<file path="src/rtl/smbt_pkg.sv">
// Package for the SPI master byte transfer block: shared constants, the
// configuration bundle and the sequencer phase type. Depends on nothing.
`timescale 1ns / 1ps
package smbt_pkg;

  // Defaults for the top-level parameters.
  localparam int unsigned NUM_SELECTS_DEF = 3;
  localparam int unsigned FRAME_BITS_DEF  = 8;

  // Fixed field widths.
  localparam int unsigned SEL_W  = 2;
  localparam int unsigned TICK_W = 16;
  localparam int unsigned APB_DW = 32;
  localparam int unsigned APB_AW = 3;

  // Depth of both internal queues.
  localparam int unsigned FIFO_DEPTH = 2;

  // Register reset values.
  localparam logic [TICK_W-1:0] HIGH_TICKS_RST = 16'd160;
  localparam logic [TICK_W-1:0] LOW_TICKS_RST  = 16'd2;

  // Register index, taken from paddr bit 2.
  localparam logic REG_HIGH_TICKS = 1'b0;
  localparam logic REG_LOW_TICKS  = 1'b1;

  typedef struct packed {
    logic [TICK_W-1:0] high_ticks;
    logic [TICK_W-1:0] low_ticks;
  } cfg_t;

  typedef enum logic [2:0] {
    PH_IDLE = 3'b001,
    PH_HIGH = 3'b010,
    PH_LOW  = 3'b100
  } phase_e;

endpackage

</file>
<file path="src/rtl/smbt_fifo.sv">
// Small register queue used between the front end and the sequencer and
// on the result side. Depends on smbt_pkg for its depth.
`timescale 1ns / 1ps
module smbt_fifo #(
  parameter int unsigned WIDTH = 8
) (
  input  logic             clk_i,
  input  logic             rst_ni,
  input  logic             push_i,
  input  logic [WIDTH-1:0] wdata_i,
  output logic             full_o,
  input  logic             pop_i,
  output logic [WIDTH-1:0] rdata_o,
  output logic             empty_o
);

  localparam int unsigned DEPTH = smbt_pkg::FIFO_DEPTH;
  localparam int unsigned PTR_W = (DEPTH > 1) ? $clog2(DEPTH) : 1;
  localparam int unsigned CNT_W = $clog2(DEPTH + 1);

  logic [WIDTH-1:0] mem_q [DEPTH];
  logic [PTR_W-1:0] wr_ptr_q, wr_ptr_d;
  logic [PTR_W-1:0] rd_ptr_q, rd_ptr_d;
  logic [CNT_W-1:0] count_q, count_d;
  logic             do_push, do_pop;

  assign full_o  = (count_q == CNT_W'(DEPTH));
  assign empty_o = (count_q == '0);
  assign do_push = push_i && !full_o;
  assign do_pop  = pop_i && !empty_o;
  assign rdata_o = mem_q[rd_ptr_q];

  always_comb begin
    wr_ptr_d = wr_ptr_q;
    rd_ptr_d = rd_ptr_q;
    count_d  = count_q;
    if (do_push) begin
      wr_ptr_d = (wr_ptr_q == PTR_W'(DEPTH - 1)) ? '0 : wr_ptr_q + PTR_W'(1);
    end
    if (do_pop) begin
      rd_ptr_d = (rd_ptr_q == PTR_W'(DEPTH - 1)) ? '0 : rd_ptr_q + PTR_W'(1);
    end
    if (do_push && !do_pop) begin
      count_d = count_q + CNT_W'(1);
    end else if (do_pop && !do_push) begin
      count_d = count_q - CNT_W'(1);
    end
  end

  always_ff @(posedge clk_i or negedge rst_ni) begin
    if (!rst_ni) begin
      wr_ptr_q <= '0;
      rd_ptr_q <= '0;
      count_q  <= '0;
    end else begin
      wr_ptr_q <= wr_ptr_d;
      rd_ptr_q <= rd_ptr_d;
      count_q  <= count_d;
    end
  end

  always_ff @(posedge clk_i) begin
    if (do_push) begin
      mem_q[wr_ptr_q] <= wdata_i;
    end
  end

endmodule

</file>
<file path="src/rtl/smbt_front.sv">
// Front end: takes ticks from the input queue port, decodes the slave
// number into a select mask and queues the tick. Depends on smbt_pkg, smbt_fifo.
`timescale 1ns / 1ps
module smbt_front #(
  parameter int unsigned NUM_SELECTS = smbt_pkg::NUM_SELECTS_DEF,
  parameter int unsigned FRAME_BITS  = smbt_pkg::FRAME_BITS_DEF
) (
  input  logic                       clk_i,
  input  logic                       rst_ni,
  input  logic                       push_i,
  output logic                       full_o,
  input  logic                       start_req_i,
  input  logic [FRAME_BITS-1:0]      tx_byte_i,
  input  logic [smbt_pkg::SEL_W-1:0] slave_select_i,
  input  logic                       miso_i,
  output logic                       q_valid_o,
  input  logic                       q_pop_i,
  output logic                       q_start_o,
  output logic [FRAME_BITS-1:0]      q_tx_o,
  output logic [NUM_SELECTS-1:0]     q_mask_o,
  output logic                       q_miso_o
);

  localparam int unsigned QW = 2 + FRAME_BITS + NUM_SELECTS;

  logic [NUM_SELECTS-1:0] sel_mask;
  logic [QW-1:0]          wdata, rdata;
  logic                   q_empty;

  // A slave number outside 1..NUM_SELECTS decodes to an empty mask.
  always_comb begin
    for (int k = 0; k < NUM_SELECTS; k++) begin
      sel_mask[k] = (32'(slave_select_i) == 32'(k + 1));
    end
  end

  assign wdata = {start_req_i, tx_byte_i, sel_mask, miso_i};

  smbt_fifo #(
    .WIDTH (QW)
  ) u_queue (
    .clk_i   (clk_i),
    .rst_ni  (rst_ni),
    .push_i  (push_i),
    .wdata_i (wdata),
    .full_o  (full_o),
    .pop_i   (q_pop_i),
    .rdata_o (rdata),
    .empty_o (q_empty)
  );

  assign q_valid_o = !q_empty;
  assign {q_start_o, q_tx_o, q_mask_o, q_miso_o} = rdata;

endmodule

</file>
<file path="src/rtl/smbt_engine.sv">
// Back end: the bit sequencer that turns each queued tick into pin levels,
// and the result queue. Depends on smbt_pkg, smbt_fifo.
`timescale 1ns / 1ps
module smbt_engine #(
  parameter int unsigned NUM_SELECTS = smbt_pkg::NUM_SELECTS_DEF,
  parameter int unsigned FRAME_BITS  = smbt_pkg::FRAME_BITS_DEF
) (
  input  logic                   clk_i,
  input  logic                   rst_ni,
  input  smbt_pkg::cfg_t         cfg_i,
  input  logic                   q_valid_i,
  output logic                   q_pop_o,
  input  logic                   q_start_i,
  input  logic [FRAME_BITS-1:0]  q_tx_i,
  input  logic [NUM_SELECTS-1:0] q_mask_i,
  input  logic                   q_miso_i,
  output logic                   empty_o,
  input  logic                   pop_i,
  output logic                   sck_o,
  output logic                   mosi_o,
  output logic [NUM_SELECTS-1:0] cs_n_o,
  output logic                   busy_res_o,
  output logic                   done_res_o,
  output logic [FRAME_BITS-1:0]  rx_byte_o
);

  localparam int unsigned BIT_W  = (FRAME_BITS > 1) ? $clog2(FRAME_BITS) : 1;
  localparam int unsigned TW     = smbt_pkg::TICK_W;
  localparam int unsigned RW     = 4 + NUM_SELECTS + FRAME_BITS;
  localparam logic [BIT_W-1:0] LAST_BIT = BIT_W'(FRAME_BITS - 1);

  smbt_pkg::phase_e       phase_q, phase_d;
  logic [BIT_W-1:0]       bit_q, bit_d;
  logic [TW-1:0]          tick_q, tick_d;
  logic [FRAME_BITS-1:0]  tx_q, tx_d;
  logic [FRAME_BITS-1:0]  rx_q, rx_d;
  logic [NUM_SELECTS-1:0] mask_q, mask_d;

  logic [TW-1:0]          hi, lo;
  logic                   step, out_full;
  logic                   done, busy, sck, mosi;
  logic [FRAME_BITS-1:0]  rx_out;
  logic [NUM_SELECTS-1:0] cs_n;
  logic [RW-1:0]          res_wdata, res_rdata;

  // A zero tick count behaves as one.
  assign hi = (cfg_i.high_ticks == '0) ? TW'(1) : cfg_i.high_ticks;
  assign lo = (cfg_i.low_ticks == '0) ? TW'(1) : cfg_i.low_ticks;

  assign step    = q_valid_i && !out_full;
  assign q_pop_o = step;

  always_comb begin
    phase_d = phase_q;
    bit_d   = bit_q;
    tick_d  = tick_q;
    tx_d    = tx_q;
    rx_d    = rx_q;
    mask_d  = mask_q;
    done    = 1'b0;
    rx_out  = '0;

    unique case (phase_q)
      smbt_pkg::PH_IDLE: begin
        if (q_start_i) begin
          mask_d  = q_mask_i;
          tx_d    = q_tx_i;
          rx_d    = '0;
          bit_d   = LAST_BIT;
          phase_d = smbt_pkg::PH_HIGH;
          tick_d  = TW'(1);
        end
      end
      smbt_pkg::PH_HIGH: begin
        if (tick_q >= hi) begin
          phase_d = smbt_pkg::PH_LOW;
          tick_d  = TW'(1);
        end else begin
          tick_d = tick_q + TW'(1);
        end
      end
      smbt_pkg::PH_LOW: begin
        if (tick_q >= lo) begin
          bit_d   = bit_q - BIT_W'(1);
          phase_d = smbt_pkg::PH_HIGH;
          tick_d  = TW'(1);
        end else begin
          tick_d = tick_q + TW'(1);
        end
      end
      default: begin
        phase_d = smbt_pkg::PH_IDLE;
        tick_d  = '0;
        bit_d   = LAST_BIT;
      end
    endcase

    // Sample MISO on the last low tick; the final bit ends the frame.
    if (phase_d == smbt_pkg::PH_LOW && tick_d >= lo) begin
      rx_d = (rx_q << 1) | FRAME_BITS'(q_miso_i);
      if (bit_d == '0) begin
        done    = 1'b1;
        rx_out  = rx_d;
        phase_d = smbt_pkg::PH_IDLE;
        tick_d  = '0;
        bit_d   = LAST_BIT;
      end
    end

    busy = (phase_d != smbt_pkg::PH_IDLE);
    sck  = (phase_d == smbt_pkg::PH_HIGH);
    mosi = busy && tx_d[bit_d];
    cs_n = busy ? ~mask_d : '1;
  end

  always_ff @(posedge clk_i or negedge rst_ni) begin
    if (!rst_ni) begin
      phase_q <= smbt_pkg::PH_IDLE;
      bit_q   <= LAST_BIT;
      tick_q  <= '0;
      tx_q    <= '0;
      rx_q    <= '0;
      mask_q  <= '0;
    end else if (step) begin
      phase_q <= phase_d;
      bit_q   <= bit_d;
      tick_q  <= tick_d;
      tx_q    <= tx_d;
      rx_q    <= rx_d;
      mask_q  <= mask_d;
    end
  end

  assign res_wdata = {sck, mosi, cs_n, busy, done, rx_out};

  smbt_fifo #(
    .WIDTH (RW)
  ) u_res_queue (
    .clk_i   (clk_i),
    .rst_ni  (rst_ni),
    .push_i  (step),
    .wdata_i (res_wdata),
    .full_o  (out_full),
    .pop_i   (pop_i),
    .rdata_o (res_rdata),
    .empty_o (empty_o)
  );

  assign {sck_o, mosi_o, cs_n_o, busy_res_o, done_res_o, rx_byte_o} = res_rdata;

  // A completed frame always leaves the sequencer idle.
  a_done_to_idle: assert property (@(posedge clk_i) disable iff (!rst_ni)
    step && done |=> phase_q == smbt_pkg::PH_IDLE)
    else $error("sequencer not idle after frame end");

  // While idle the bit counter is parked at the first bit.
  a_idle_bit: assert property (@(posedge clk_i) disable iff (!rst_ni)
    phase_q == smbt_pkg::PH_IDLE |-> bit_q == LAST_BIT && tick_q == '0)
    else $error("idle sequencer with stale counters");

  // A running bit phase never has a zero tick count.
  a_tick_nonzero: assert property (@(posedge clk_i) disable iff (!rst_ni)
    phase_q != smbt_pkg::PH_IDLE |-> tick_q != '0)
    else $error("zero tick count in a bit phase");

  // The sequencer only advances when a tick is taken.
  a_hold: assert property (@(posedge clk_i) disable iff (!rst_ni)
    !step |=> $stable(phase_q) && $stable(tick_q) && $stable(bit_q))
    else $error("sequencer moved without a tick");

endmodule

</file>
<file path="src/rtl/spi_master_byte_transfer_top.sv">
// Top level of the SPI master byte transfer block: register port, front end
// and sequencer. Depends on smbt_pkg, smbt_front, smbt_engine, smbt_fifo.
// A tick is registered in the front-end queue and its result in the result
// queue before it shows on the output ports; the sequencer takes one tick per
// cycle while the result queue has room. Reset (rst_ni, asynchronous,
// active low) empties both queues, parks the sequencer idle and loads
// high_ticks = 160 and low_ticks = 2; no clearing pass is needed.
`timescale 1ns / 1ps
module spi_master_byte_transfer_top #(
  parameter int unsigned NUM_SELECTS = smbt_pkg::NUM_SELECTS_DEF,
  parameter int unsigned FRAME_BITS  = smbt_pkg::FRAME_BITS_DEF
) (
  input  logic                        clk_i,
  input  logic                        rst_ni,
  // Register port
  input  logic                        psel,
  input  logic                        penable,
  input  logic                        pwrite,
  input  logic [smbt_pkg::APB_AW-1:0] paddr,
  input  logic [smbt_pkg::APB_DW-1:0] pwdata,
  output logic [smbt_pkg::APB_DW-1:0] prdata,
  output logic                        pready,
  // Tick input side
  input  logic                        push,
  output logic                        full,
  input  logic                        start_req_i,
  input  logic [FRAME_BITS-1:0]       tx_byte_i,
  input  logic [smbt_pkg::SEL_W-1:0]  slave_select_i,
  input  logic                        miso_i,
  // Result side
  output logic                        empty,
  input  logic                        pop,
  output logic                        sck_o,
  output logic                        mosi_o,
  output logic [NUM_SELECTS-1:0]      cs_n_o,
  output logic                        busy_res_o,
  output logic                        done_res_o,
  output logic [FRAME_BITS-1:0]       rx_byte_o
);

  localparam int unsigned TW = smbt_pkg::TICK_W;
  localparam int unsigned DW = smbt_pkg::APB_DW;

  smbt_pkg::cfg_t         cfg_q, cfg_d;
  logic                   cfg_wr;
  logic                   q_valid, q_pop, q_start, q_miso;
  logic [FRAME_BITS-1:0]  q_tx;
  logic [NUM_SELECTS-1:0] q_mask;

  // The register port never waits. A write transfer completes in its
  // access cycle; paddr bit 2 picks the register, the low bits are ignored.
  assign pready = 1'b1;
  assign cfg_wr = psel && penable && pwrite && pready;

  always_comb begin
    cfg_d = cfg_q;
    if (cfg_wr) begin
      unique case (paddr[2])
        smbt_pkg::REG_HIGH_TICKS: cfg_d.high_ticks = pwdata[TW-1:0];
        smbt_pkg::REG_LOW_TICKS:  cfg_d.low_ticks  = pwdata[TW-1:0];
        default:                  cfg_d = cfg_q;
      endcase
    end
  end

  always_ff @(posedge clk_i or negedge rst_ni) begin
    if (!rst_ni) begin
      cfg_q.high_ticks <= smbt_pkg::HIGH_TICKS_RST;
      cfg_q.low_ticks  <= smbt_pkg::LOW_TICKS_RST;
    end else begin
      cfg_q <= cfg_d;
    end
  end

  // Read data is the addressed register, zero-extended.
  always_comb begin
    unique case (paddr[2])
      smbt_pkg::REG_HIGH_TICKS: prdata = DW'(cfg_q.high_ticks);
      smbt_pkg::REG_LOW_TICKS:  prdata = DW'(cfg_q.low_ticks);
      default:                  prdata = '0;
    endcase
  end

  // The front end queues each tick with its slave number already decoded
  // into a select mask, so the sequencer and the tick source stall apart.
  smbt_front #(
    .NUM_SELECTS (NUM_SELECTS),
    .FRAME_BITS  (FRAME_BITS)
  ) u_front (
    .clk_i          (clk_i),
    .rst_ni         (rst_ni),
    .push_i         (push),
    .full_o         (full),
    .start_req_i    (start_req_i),
    .tx_byte_i      (tx_byte_i),
    .slave_select_i (slave_select_i),
    .miso_i         (miso_i),
    .q_valid_o      (q_valid),
    .q_pop_i        (q_pop),
    .q_start_o      (q_start),
    .q_tx_o         (q_tx),
    .q_mask_o       (q_mask),
    .q_miso_o       (q_miso)
  );

  // The sequencer consumes one queued tick per cycle whenever its result
  // queue has room, and each tick yields exactly one result transfer.
  smbt_engine #(
    .NUM_SELECTS (NUM_SELECTS),
    .FRAME_BITS  (FRAME_BITS)
  ) u_engine (
    .clk_i      (clk_i),
    .rst_ni     (rst_ni),
    .cfg_i      (cfg_q),
    .q_valid_i  (q_valid),
    .q_pop_o    (q_pop),
    .q_start_i  (q_start),
    .q_tx_i     (q_tx),
    .q_mask_i   (q_mask),
    .q_miso_i   (q_miso),
    .empty_o    (empty),
    .pop_i      (pop),
    .sck_o      (sck_o),
    .mosi_o     (mosi_o),
    .cs_n_o     (cs_n_o),
    .busy_res_o (busy_res_o),
    .done_res_o (done_res_o),
    .rx_byte_o  (rx_byte_o)
  );

endmodule

</file>
<file path="config.mk">
export PLATFORM = sky130hd
export DESIGN_NAME = spi_master_byte_transfer_top
export DESIGN_NICKNAME = d
export VERILOG_FILES = /design/src/rtl/smbt_pkg.sv /design/src/rtl/smbt_fifo.sv /design/src/rtl/smbt_front.sv /design/src/rtl/smbt_engine.sv /design/src/rtl/spi_master_byte_transfer_top.sv
export SDC_FILE = /design/constraint.sdc
export NUM_CORES = 1
export LEC_CHECK = 0
export ABC_AREA = 1
export BUFFER_PORTS_ARGS = -buffer_cell sky130_fd_sc_hd__buf_2
export CAP_MARGIN = 20
export CORE_UTILIZATION = 55
export DETAILED_ROUTE_END_ITERATION = 16
export GPL_TIMING_DRIVEN = 0
export PLACE_DENSITY = 0.77
export SETUP_SLACK_MARGIN = 0.4
export SKIP_LAST_GASP = 1
export SLEW_MARGIN = 10
export SYNTH_ARGS = -nofsm -noshare
export SYNTH_HDL_FRONTEND = slang
export SYNTH_HIERARCHICAL = 1
export SYNTH_SLANG_ARGS = --single-unit
export TNS_END_PERCENT = 100
</file>
<file path="constraint.sdc">
create_clock -name clk_i -period 11.3 [get_ports clk_i]
set_input_delay 0.565 -clock clk_i [delete_from_list [all_inputs] [get_ports clk_i]]
set_output_delay 0.565 -clock clk_i [all_outputs]
set_load 0.01 [all_outputs]
</file>
Word-level counts from Yosys, hierarchy flattened. Memories as Yosys holds them, arrays and structs flattened. Index checks and enable logic that the tools add are counted.

Flip-flop bits (word level): 80. Memory bits (writable): 56. Memories kept: 2. Input bits: 54. Word-level logic and storage cells: 123. Output and inout port bits: 50.

Multiplexer cells: 46. Reduce and logical (&&, ||, !) cells: 33. Equality and inequality tests: 11. Magnitude comparators: 4. $add $sub $neg: 10. Bitwise gates (word level): 3.

Memories: u_engine.u_res_queue.mem_q (depth 2, width 15, read ports 1, clocked after memory_dff 0, write ports 1, line smbt_fifo.sv:21) `logic [WIDTH-1:0] mem_q [DEPTH];`; u_front.u_queue.mem_q (depth 2, width 13, read ports 1, clocked after memory_dff 0, write ports 1, line smbt_fifo.sv:21).

Operators by type and width (count): $mux 16 (7); $pmux 32 s2 (1); $ge 16x16->1 (3); $pmux 16 s3 (1); $mux 3 (12); $logic_not 16->1 (2); $mux 8 (4); $mux 7 (3); $pmux 3 s3 (2); $add 16x1->16 const B (1); $logic_and 1x1->1 (13); $mux 1 (11); $eq 2x2->1 const B (4); $logic_not 1->1 (8); $mux 2 (4); $or 8x1->8 (1); $reduce_bool 2->1 (4); $eq 3x2->1 const B (2); $eq 3x3->1 const B (2); $add 1x1->1 const B (4); $add 2x1->2 const B (2); $logic_not 2->1 (2); $lt 3x4->1 const B (1); $reduce_and 2->1 (2); other kinds (10) (11).

Logic depth before layout (Yosys ltp).
Depth after elaboration: 11. Gate-level depth with buffers: 33. Mapped depth without buffers: 33.

Hierarchy. The synthesis kept the hierarchy.

Modules (own cells, without submodules): smbt_engine (sequential area each 1006.0 µm², instances 1, cells each 524, area each 3699.8 µm²); spi_master_byte_transfer_top (sequential area each 804.5 µm², instances 1, cells each 213, area each 1631.6 µm²); smbt_fifo (u_engine.u_res_queue) (sequential area each 1001.0 µm², instances 1, cells each 110, area each 1332.5 µm²); smbt_fifo (u_front.u_queue) (sequential area each 880.8 µm², instances 1, cells each 99, area each 1178.6 µm²); smbt_front (sequential area each 0.0 µm², instances 1, cells each 7, area each 26.3 µm²).

Least setup slack after synthesis. Ideal clock, no wire load.

Path kind: reg2reg. Start: register cfg_q[12] (netlist name). End: memory u_engine/u_res_queue/mem_q[0][13] (netlist name), data pin. Path slack: 7246 ps. Path buffers: 1. Data required time: 11043 ps. Period minus slack after synthesis: 4054 ps. Setup time: 257 ps. Stages on the path, launching flop included: 30. Arrival: 3797 ps. Path through: dfrtp_1 nor4_1 nand3_1 o41ai_1 ha_1 nand2_1 nand3_1 nand2_1 nand2_1 nand2_1 nand2_1 nand2_1 nand3_1 nand2_1 inv_2 o32ai_1 ha_1 nand2_1 nor2_1 nand2_1 nand2_1 nand2_1 and3_1 a21oi_2 nand3_2 buf_2 nand3_1 nand3_1 a21oi_1 nor2_1.

Word-level cells in the longest chain between the ends: 11. Elaborated cells on any way between the ends: 21. Classes of those cells: order compare (2); eq/ne (2); mux (13); reduce/logical (4).

Ends and longest elaborated chain: from (decl) (line spi_master_byte_transfer_top.sv:44) `smbt_pkg::cfg_t cfg_q, cfg_d;`; from (signal assigned) (line spi_master_byte_transfer_top.sv:71) `cfg_q <= cfg_d;`; $logic_not 16->1 (line smbt_engine.sv:48) `assign lo = (cfg_i.low_ticks == '0) ? TW'(1) : cfg_i.low_ticks;`; $mux 16 * (line smbt_engine.sv:48); $ge 16x16->1 (line smbt_engine.sv:83) `if (tick_q >= lo) begin`; $mux 16 / $mux 3 (equally long branches) (line smbt_engine.sv:83); $pmux 16 s3 / $pmux 3 s3 (equally long branches) (line smbt_engine.sv:63) `unique case (phase_q)`; $ge 16x16->1 (tied with other cells) (line smbt_engine.sv:99) `if (phase_d == smbt_pkg::PH_LOW && tick_d >= lo) begin`; $logic_and 1x1->1 / $mux 3 (equally long branches) (line smbt_engine.sv:99, smbt_engine.sv:101); $mux 3 (line smbt_engine.sv:99); $bmux 1 s3 (line smbt_engine.sv:112) `mosi = busy && tx_d[bit_d];`; $mux 1 (not written as such) (line smbt_engine.sv:112); $logic_and 1x1->1 * (line smbt_engine.sv:112); net u_engine.mosi (line smbt_engine.sv:41) `logic done, busy, sck, mosi;`; to (decl) (line smbt_fifo.sv:21).

Mark *: on every way through the listed nets, which the timed path passes. The rest lies on a longest branch. The select of a mux whose other input is x is not followed.

Worst setup path in the final report. Same ends and word-level chain as after synthesis.

==> impl_summary.txt <==
----------------------------------------------------
[Run status]
  Outcome ... completed

[Clock network]
  Worst-path clk slew ... 70 ps
  CTS buffer count ... 17
  CTS tree ... done
  Number of buffers between clock root and the deepest sink ... 2
  Cell at the root of the clock tree ... sky130_fd_sc_hd__clkbuf_16
  Clock insertion delay at the later pin of the skew report ... 430 ps
  H-tree level count ... 4
  Post-cts gate resize count ... 0
  Hold buffer count at CTS ... 0
  Number of setup buffers added after CTS ... 0
  Clock sink count ... 136

[Route]
  Remaining antenna violation count ... 0
  Total wirelength of the detailed-routed design ... 17800 um
  Count of vias placed by the detailed router ... 6631
  Avg WL per Cell ... 14.2 um
  Vias per cell ... 5.30
  TritonRoute pass-1 iters ... 5
  DRC marker count from the first detailed-route iteration ... 548
  Number of DRC violations after detailed routing ... 0

[Yosys]
  Post-synthesis instance area ... 7870 um2
  Syn Area/Cell ... 8.26 um2
  Cell types with the highest counts after synthesis ... sky130_fd_sc_hd__nand2_1, sky130_fd_sc_hd__inv_1, sky130_fd_sc_hd__nand3_1
  Synth warnings ... 6
  Area share of the largest cell type after synthesis ... 0.232
  Post-synthesis cell type with the largest combined area ... sky130_fd_sc_hd__dfrtp_1
  Post-synthesis async set-or-reset flop share ... 0.588
  Sequential-to-total area share from yosys stat ... 0.469
  Post-synthesis sequential element count ... 136
  Gate count of the mapped netlist ... 953
  Most repeated cell in the gate-level netlist after synthesis ... sky130_fd_sc_hd__nand2_1
  Most common flop cell mapped by yosys ... sky130_fd_sc_hd__dfrtp_1
  Number of flops mapped to enable cells by yosys ... 56
  Number of unique standard cell types used by synthesis ... 45
  Top cells by area, synth ... sky130_fd_sc_hd__dfrtp_1, sky130_fd_sc_hd__edfxtp_1, sky130_fd_sc_hd__nand2_1, sky130_fd_sc_hd__ha_1, sky130_fd_sc_hd__inv_1

[Global routing]
  Final global-route overflow total ... 0
  Met3 usage in global routing ... 0.0543
  Global-route wire length before repair ... 29700 um
  GRT Resource Usage Total ... 0.261
  Vias in the first global route ... 6197
  Busiest metal layer after global routing ... met2
  Met2 demand-to-capacity share in global routing ... 0.407
  Initial antenna violation count ... 0
  Met1 demand-to-capacity share in global routing ... 0.359
  Maximum number of pins on one net before global-route repair ... 49

[Floorplan]
  FP Rows ... 43
  Overall die height ... 122 um
  Boundary Pins ... 104
  Effective utilization at floorplan ... 0.565
  Floorplan die area ... 14800 um2
  Floorplan die width ... 122 um
  Core area ... 13900 um2

[Timing]
  Final worst path period need ... 5120 ps
  Share of the clock period used by the worst path ... 0.453
  Maximum clock frequency ... 195 MHz
  Post-route clock skew ... 8.90 ps
  RSZ-0062 raised after global routing ... no
  Slew margin rel. ... 0.514
  Worst setup slack after layout ... 6180 ps
  Final Hold Fails ... 0
  Final setup viols ... 0
  TNS Setup ... 0 ps
  Transition time at the pin with the least slew margin ... 727 ps
  Number of slew-limit violations in the final report ... 0

[Setup path]
  Cell repeated most along the worst path ... sky130_fd_sc_hd__nand2_1
  Largest fanout of any net on the critical path ... 10
  R2R Setup Slk ... 6180 ps
  Number of buffer and inverter instances along the worst setup path ... 2
  Critical Path Source Type ... flop
  Worst path top cell family by delay ... simple AND/OR/NAND/NOR gates
  Type of element capturing the critical path ... flop
  Slowest cell on the critical path ... sky130_fd_sc_hd__o41ai_1
  CP startpoint ... cfg_q[12]
  Required time of the worst setup path ... 11480 ps
  Arrival time reported for the critical path endpoint ... 5290 ps
  Kind of critical path ... flop to flop
  Largest stage delay on the critical path ... 460 ps
  Launching point of the worst reg2reg path ... cfg_q[12]

[Layout]
  Post-layout net count ... 1163
  Post-route insts no fill ... 1250
  Count of inserted antenna diode cells ... 0
  Synth-to-Final Area Change ... 15.9%
  Fraction of final layout cells with drive strength greater than 1 ... 0.163

[Power and ir drop]
  Leakage power ... 4.64 nW
  Pwr dens ... 236 nW/um2
  Total power consumption of the routed design ... 2.15 mW
  Maximum resistive drop on vdd ... 0.000159 V

[Placed design]
  Final weighted congestion in routability-driven placement ... 0.830
  Post-placement cell count ... 1217
  Port-buffer cells ... 67
  Final HPWL from detailed placement ... 12600 um
  Pre-CTS WS ... 6270 ps

[Hold path]
  Path category of the worst min-delay check ... input pin to async pin

[Job]
  Maximum capacitance violations ... 0

----------------------------------------------------
stage by stage:
| step | util | cell area, um2 | hold slack [ps] |
|---|---|---|---|
| 2_1_floorplan | - | 7930 | 269 |
| 3_3_place_gp | 0.609 | 8490 | 461 |
| 3_5_place_dp | 0.612 | 8520 | 463 |
| 4_1_cts | 0.654 | 9110 | 92.8 |
| 5_1_grt | 0.654 | 9120 | 114 |
| 6_report | 0.654 | 9120 | 82.9 |
metal layers:
layer | vias up | share of wire
li1 | 3304 | -
met1 | 3060 | 0.45
met2 | 234 | 0.46
met3 | 33 | 0.064
met4 | 0 | 0.019
met5 | - | 0
cell families after synthesis:
| group | after synthesis | share of synthesized area |
|---|---|---|
| adders and majority gates | 52 | 0.0827 |
| and+or+nand+nor | 469 | 0.256 |
| DFF | 136 | 0.469 |
| AOI/OAI and AO/OA | 114 | 0.0828 |
| xor gates and xnor gates | 13 | 0.0145 |
| buffers and inverters | 167 | 0.0935 |
| other | 2 | 0.000954 |
layout by cell type, fill, tap and decap left out, types with 3 or more instances in the layout:
cell                          n
sky130_fd_sc_hd__o21ai_1      5
sky130_fd_sc_hd__inv_6        4
sky130_fd_sc_hd__nand4_1     11
sky130_fd_sc_hd__inv_2        8
sky130_fd_sc_hd__clkbuf_1    10
sky130_fd_sc_hd__nor4_1       4
sky130_fd_sc_hd__dfrtp_1     73
sky130_fd_sc_hd__edfxtp_1    56
sky130_fd_sc_hd__nor2_2       6
sky130_fd_sc_hd__conb_1      17
sky130_fd_sc_hd__o211ai_1     4
sky130_fd_sc_hd__nor3_1       3
sky130_fd_sc_hd__nand3_1     75
sky130_fd_sc_hd__xnor2_1      4
sky130_fd_sc_hd__buf_2       78
sky130_fd_sc_hd__buf_4       26
sky130_fd_sc_hd__ha_1        52
sky130_fd_sc_hd__nor2_1      50
sky130_fd_sc_hd__xor2_1       9
sky130_fd_sc_hd__a21oi_1     40
sky130_fd_sc_hd__o21ai_0     34
sky130_fd_sc_hd__nand2_1    304
sky130_fd_sc_hd__inv_8        4
sky130_fd_sc_hd__nor2_4       3
sky130_fd_sc_hd__clkbuf_16   17
sky130_fd_sc_hd__o22ai_1     16
sky130_fd_sc_hd__dfstp_2      7
sky130_fd_sc_hd__o41ai_1      3
sky130_fd_sc_hd__inv_1      113
registers in the layout, summed over array words and instances (netlist names):
register / cells
u_front/u_queue/mem_q: 26
u_engine/mask_q: 3
u_front/u_queue/rd_ptr_q: 1
u_engine/tick_q: 16
u_engine/u_res_queue/rd_ptr_q: 1
u_engine/phase_q: 3
cfg_q: 32
u_engine/u_res_queue/count_q: 2
u_engine/u_res_queue/wr_ptr_q: 1
u_front/u_queue/count_q: 2
u_engine/rx_q: 7
u_engine/bit_q: 3
u_front/u_queue/wr_ptr_q: 1
u_engine/tx_q: 8
u_engine/u_res_queue/mem_q: 30
area by class of cell:
cell class | instances | area, um2
inverters | 121 | 454
plain buffers | 46 | 282
multi-input cells | 665 | 3500
well taps | 180 | 225
flip-flops and latches | 136 | 3690
clock inverters | 15 | 160
fillers | 1149 | 4820
clock buffers | 17 | 425
repair buffers | 70 | 380
power breakdown:
part	internal (mW)	switching (mW)
combinational	0.276	0.553
sequential	0.694	0.0771
clock	0.312	0.236
path summary, 6_finish.rpt:
path                                                           to  depth (start not counted)
worst min register to register                          cfg_q[21]                          2
min in group clk_i                    u_front/u_queue/mem_q[0][9]                          1
worst min-delay path                             u_engine/rx_q[3]                          1
worst max-delay path            u_engine/u_res_queue/mem_q[0][13]                         29
max in group asynchronous                                cfg_q[1]                          2
worst max register to register  u_engine/u_res_queue/mem_q[0][13]                         29
worst reg2reg max path: cells and delay by family, from the launching register on:
kind	cells	cell delay (ps)
and+or+nand+nor	21	2320
AOI/OAI and AO/OA	4	1230
DFF	1	420
adders and majority gates	2	510
buffers and inverters	2	380
Note: power is estimated with default switching activity, not from simulation.
